<file path="config.mk">
export PLATFORM = sky130hd
export DESIGN_NAME = lsab_bin_map
export DESIGN_NICKNAME = d
export VERILOG_FILES = /design/src/hdl/lsab_pkg.sv /design/src/hdl/lsab_bin_map.sv
export SDC_FILE = /design/constraint.sdc
export NUM_CORES = 1
export LEC_CHECK = 0
export BUFFER_PORTS_ARGS = -buffer_cell sky130_fd_sc_hd__clkbuf_2
export CORE_MARGIN = 4
export CORE_UTILIZATION = 30
export DETAILED_ROUTE_END_ITERATION = 10
export RECOVER_POWER = 100
export REMOVE_ABC_BUFFERS = 1
export SKIP_CTS_REPAIR_TIMING = 1
export SLEW_MARGIN = 20
export SYNTH_ARGS = -nofsm -noshare
export SYNTH_HDL_FRONTEND = slang
export SYNTH_SLANG_ARGS = --single-unit
</file>
<file path="constraint.sdc">
create_clock -name i_clk -period 7.7 [get_ports i_clk]
set_input_delay 0.385 -clock i_clk [delete_from_list [all_inputs] [get_ports i_clk]]
set_output_delay 0.385 -clock i_clk [all_outputs]
set_load 0.02 [all_outputs]
</file>
<file path="src/hdl/lsab_pkg.sv">
// Shared constants, types and helper functions for the lidar angular binner.
// Used by the channel interfaces, the bin mapper and the top level.
package lsab_pkg;

    localparam int MAX_BINS = 1024;
    localparam int BIN_W    = $clog2(MAX_BINS);
    localparam int ADDR_W   = BIN_W + 1;            // bank bit and bin number

    // The written flags are kept as rows of ROW_BITS bins with one valid flop per row.
    localparam int ROW_BITS  = 32;
    localparam int COL_W     = (BIN_W < 5) ? BIN_W : 5;
    localparam int ROW_IDX_W = ADDR_W - COL_W;
    localparam int NUM_ROWS  = 2 ** ROW_IDX_W;

    // Fixed field widths.
    localparam int NBINS_W = 11;
    localparam int ANGLE_W = 15;
    localparam int DIST_W  = 16;
    localparam int INTEN_W = 8;
    localparam int IDX_W   = 10;
    localparam int CNT_W   = 16;
    localparam int CFG_IDX_W  = 3;
    localparam int CFG_DATA_W = 16;

    // Angle arithmetic: one turn is 360 degrees times 64.
    localparam logic [ANGLE_W-1:0] FULL_TURN_Q6 = 15'd23040;
    localparam int PROD_W     = ANGLE_W + NBINS_W;
    localparam int HALF_TURN  = 11520;
    localparam int DIV_SHIFT  = 9;                   // 23040 = 512 * 45
    localparam int DIV_K      = 45;
    localparam int Y_W        = PROD_W - DIV_SHIFT;
    localparam int RECIP_W    = 16;
    localparam int RECIP_SHIFT = 21;
    localparam int RECIP      = 46604;               // ceil(2^21 / 45)
    localparam int QP_W       = Y_W + RECIP_W;
    localparam int QE_W       = QP_W - RECIP_SHIFT;
    localparam int QK_W       = QE_W + 6;

    // Configuration register indexes.
    localparam logic [CFG_IDX_W-1:0] CFG_BIN_COUNT  = 3'd0;
    localparam logic [CFG_IDX_W-1:0] CFG_MIRROR     = 3'd1;
    localparam logic [CFG_IDX_W-1:0] CFG_MIN_POINTS = 3'd2;
    localparam logic [CFG_IDX_W-1:0] CFG_MAX_POINTS = 3'd3;

    typedef struct packed {
        logic               command;
        logic               rev_start;
        logic               pt_ok;
        logic [DIST_W-1:0]  distance;
        logic [INTEN_W-1:0] intensity;
        logic [IDX_W-1:0]   read_index;
    } t_item;

    typedef struct packed {
        logic [DIST_W-1:0]  range;
        logic [INTEN_W-1:0] intensity;
    } t_entry;

    typedef struct packed {
        logic ld_b;
        logic ld_c;
    } t_pipe_en;

    // Number of bins in use: zero acts as one, anything above MAX_BINS as MAX_BINS.
    function automatic logic [NBINS_W-1:0] active_bins(input logic [NBINS_W-1:0] count);
        logic [NBINS_W-1:0] res;
        if (count == '0) begin
            res = NBINS_W'(1);
        end else if (count > NBINS_W'(MAX_BINS)) begin
            res = NBINS_W'(MAX_BINS);
        end else begin
            res = count;
        end
        return res;
    endfunction

endpackage

</file>
<file path="src/hdl/lsab_bin_map.sv">
// Angle to bin pipeline: mirror and scale by the bin count, then divide by a
// full turn with a reciprocal multiply. Depends on lsab_pkg.
module lsab_bin_map (
    input  logic                            i_clk,
    input  lsab_pkg::t_pipe_en              i_en,
    input  logic [lsab_pkg::ANGLE_W-1:0]    i_angle,
    input  logic                            i_mirror,
    input  logic [lsab_pkg::NBINS_W-1:0]    i_nbins,
    output logic [lsab_pkg::BIN_W-1:0]      o_bin
);

    logic [lsab_pkg::ANGLE_W-1:0] w_angle;
    logic [lsab_pkg::PROD_W-1:0]  r_prod;
    logic [lsab_pkg::PROD_W-1:0]  w_sum;
    logic [lsab_pkg::Y_W-1:0]     w_y;
    logic [lsab_pkg::QP_W-1:0]    w_qprod;
    logic [lsab_pkg::Y_W-1:0]     r_y;
    logic [lsab_pkg::QE_W-1:0]    r_qe;
    logic [lsab_pkg::QK_W-1:0]    w_qk;
    logic [lsab_pkg::QE_W-1:0]    w_q;

    // Mirroring maps zero onto itself rather than onto a full turn.
    always_comb begin
        if (i_mirror && (i_angle != '0)) begin
            w_angle = lsab_pkg::FULL_TURN_Q6 - i_angle;
        end else begin
            w_angle = i_angle;
        end
    end

    always_ff @(posedge i_clk) begin
        if (i_en.ld_b) begin
            r_prod <= lsab_pkg::PROD_W'(w_angle) * lsab_pkg::PROD_W'(i_nbins);
        end
    end

    assign w_sum   = r_prod + lsab_pkg::PROD_W'(lsab_pkg::HALF_TURN);
    assign w_y     = w_sum[lsab_pkg::PROD_W-1:lsab_pkg::DIV_SHIFT];
    assign w_qprod = lsab_pkg::QP_W'(w_y) * lsab_pkg::QP_W'(lsab_pkg::RECIP);

    always_ff @(posedge i_clk) begin
        if (i_en.ld_c) begin
            r_y  <= w_y;
            r_qe <= w_qprod[lsab_pkg::QP_W-1:lsab_pkg::RECIP_SHIFT];
        end
    end

    // The rounded-up reciprocal can overshoot the quotient by one.
    assign w_qk = lsab_pkg::QK_W'(r_qe) * lsab_pkg::QK_W'(lsab_pkg::DIV_K);

    always_comb begin
        if (w_qk > lsab_pkg::QK_W'(r_y)) begin
            w_q = r_qe - lsab_pkg::QE_W'(1);
        end else begin
            w_q = r_qe;
        end
        if (w_q >= lsab_pkg::QE_W'(i_nbins)) begin
            o_bin = '0;
        end else begin
            o_bin = w_q[lsab_pkg::BIN_W-1:0];
        end
    end

endmodule
</file>
==> summary.md <==
| Metric | Value |
|---|---|
| Status | `finished, violations left` |
| Failing checks | `max-capacitance violations, max-slew violations` |
| CTS tree | `yes` |
| Finish-stage setup viols | `0` |
| Initial antenna violation count | `1` |
| IO buf count | `39` |
| Fmax | `around 140 MHz` |
| Worst Hold Class | `flop to flop` |
| Grt total ovfl | `0` |
| Register cell area after layout | `1410 um2` |
| Multi-input logic area | `between 10000 and 15000 um2` |
| Slew Viols, Final | `30` |
| Placeable Area | `42000 um2` |
| N_diodes | `0` |
| Crit start category | `flop` |
| Tcrit/Tclk final | `a little over nine tenths` |
| CTS Buffer Depth | `2` |
| Syn Std Cell Area | `about 13000 um2` |
| Initial core utilization | `30.5%` |
| Sink Count | `47` |
| Crit-path slowest cell | `fa_1` |
| Post-synth EDFFs | `47` |
| Via Count | `9454` |
| Setup Slack @ Placement | `-0.115 ns` |
| Worst Path Required | `7.32 ns` |
| Warnings, synthesis | `0` |
| Final wirelength | `30.1 mm` |
| Crit Path Class | `flop to output port` |
| Most frequent cells in the layout | `284 x inv_1, 234 x ha_1, 189 x fa_1` |
| Synth Flop Type | `edfxtp_1` |
| Top fanout value on the critical path | `5` |
| ANT nets after route | `0` |
| RePlAce Congestion | `a little under 0.9` |
| Crit path arrival time | `6.99 ns` |
| Detailed Routing Iterations Pass 1 | `5` |
| Least-Margin Pin Slew | `between 1.5 and 2 ns` |
| Final Critical Period | `7.38 ns` |
| Worst setup slack after layout | `0.321 ns` |
| Avg WL per Cell | `around 15 um` |
| Slew headroom | `-10.0%` |
| Mean area per synthesized cell | `9.46 um2` |
| Layout net count | `1887` |
| Std-Cell Rows | `75` |
| Share of cells above drive strength 1 | `8.89%` |
| Maxcap violations | `1` |
| Initial drt markers | `440` |
| Slowest stage delay, CP | `0.51 ns` |
| DR DRC count | `0` |
| First-pass GRT wire length | `between 50 and 60 mm` |
| Die area | `46000 um2` |
| Worst Setup End Kind | `output port` |
| Layout fillers | `4320` |
| Register bit total from synthesis | `47` |
| Seq/Total Area, Yosys | `11.0%` |
| Most common cell after layout, fill and taps aside | `inv_1` |
| Synth cell types | `65` |
| Die Ht | `215 um` |
| # IOs | `40` |
| Clock skew | `0.00818 ns` |
| Largest net degree at the start of global routing | `30` |
| Final hold slack | `0.792 ns` |
| Vias in the first global route | `9838` |
| DIE WIDTH | `approximately 210 um` |
| Hpwl dp | `25.7 mm` |
| Total GRT Usage | `approximately an eighth` |
| Area Growth Syn to Fin | `11.3%` |
| Async SR Flop Fraction | `0%` |
| Clock latency at the later pin of the worst-skew pair | `~0.30 ns` |
| CP most frequent cell | `buf_4` |
| Clock tree root driver cell | `clkbuf_16` |
| DR vias/cell | `between 4 and 5` |
| Cells after synthesis | `1353` |
| Worst-path clk slew | `about 0.070 ns` |
| Final hold violations | `0` |
| Total CTS buffers | `5` |
| CTS H-tree lvls | `2` |
## final cells by class
class	instances	area share (%)
multi-input combinational	995	73.0
sequential	47	9.90
inverter	286	7.53
tap	539	4.73
timing repair buffer	93	3.90
clock buffer	6	0.904
clock inverter	2	0.0527
## critical path, delay by kind of cell, from the launching register on
kind / cells / cell delay, ns
AO/OA/AOI/OAI: 12 / 2.08
AND/OR/NAND/NOR: 5 / 0.58
flip-flops: 1 / 0.39
multiplexers: 1 / 0.30
buffers and inverters: 7 / 0.80
adder cells (fa/ha/maj): 7 / 2.22
XOR/XNOR: 2 / 0.32
## kinds of logic after synthesis
kind of cell	Yosys count	synth area share (%)
and+or+nand+nor	328	12.6
DFF	47	11.0
muxes	1	0.176
buffers and inverters	312	9.19
AOI/OAI and AO/OA	153	8.26
xor gates and xnor gates	83	5.74
adders and majority gates	429	53.1
## flip-flops by register name, indices dropped and copies added (netlist names)
signal  flops
r_prod     18
r_qe       12
r_y        17
## synth_stat cells, types with 3 or more instances
cell / number / share of area (%)
xnor2_1: 55 / 3.8
a211o_1: 3 / 0.21
o21bai_1: 6 / 0.35
and2_1: 39 / 1.9
ha_1: 239 / 23
and4_1: 4 / 0.27
nand2_1: 137 / 4.0
xor2_1: 27 / 1.8
edfxtp_1: 47 / 11
o21a_1: 7 / 0.41
a211oi_1: 9 / 0.53
clkbuf_1: 24 / 0.70
or2_2: 3 / 0.15
nand4_1: 16 / 0.78
or3_1: 7 / 0.34
o22ai_1: 3 / 0.15
nand3_1: 19 / 0.74
or4_1: 3 / 0.18
nand2b_1: 5 / 0.24
o21ai_0: 21 / 0.82
nor2_1: 52 / 1.5
o21ai_1: 5 / 0.20
nor2b_1: 12 / 0.59
fa_1: 190 / 30
and3_1: 3 / 0.15
o211ai_1: 7 / 0.41
a21o_1: 17 / 1.0
nor3_1: 15 / 0.59
inv_1: 285 / 8.4
a21oi_1: 48 / 1.9
## worst paths after layout
| check | start | end | slack (ns) | cells past startpoint |
|---|---|---|---|---|
| setup / recovery | r_qe[2] | o_bin[4] | 0.32 | 34 |
| hold / removal | r_prod[21] | r_y[12] | 0.79 | 1 |
| setup reg to reg | r_prod[8] | r_qe[11] | 0.50 | 21 |
| hold reg to reg | r_prod[21] | r_y[12] | 0.79 | 1 |
## routing by layer
layer | up-vias | share of wire [%] | track usage, %
li1 | 4531 | - | -
met2 | 180 | 48 | 22.0
met5 | - | 0.043 | 0
met3 | 35 | 3.4 | 1.36
met4 | 2 | 1.3 | 2.36
met1 | 4706 | 47 | 18.6
## through the flow
stage,TNS [ns],util [%],area (um2),std cells
global placement,0,33.0,13900,1944
floorplan,0,-,12700,1327
global route,-0.0923,33.9,14300,1968
finish,0,33.9,14300,1968
CTS,-2.69,33.3,14000,1952
detailed placement,-0.284,33.0,13900,1944
Power is not shown: default switching activity piles up to over one toggle a cycle in this logic, so the estimate is an artifact.
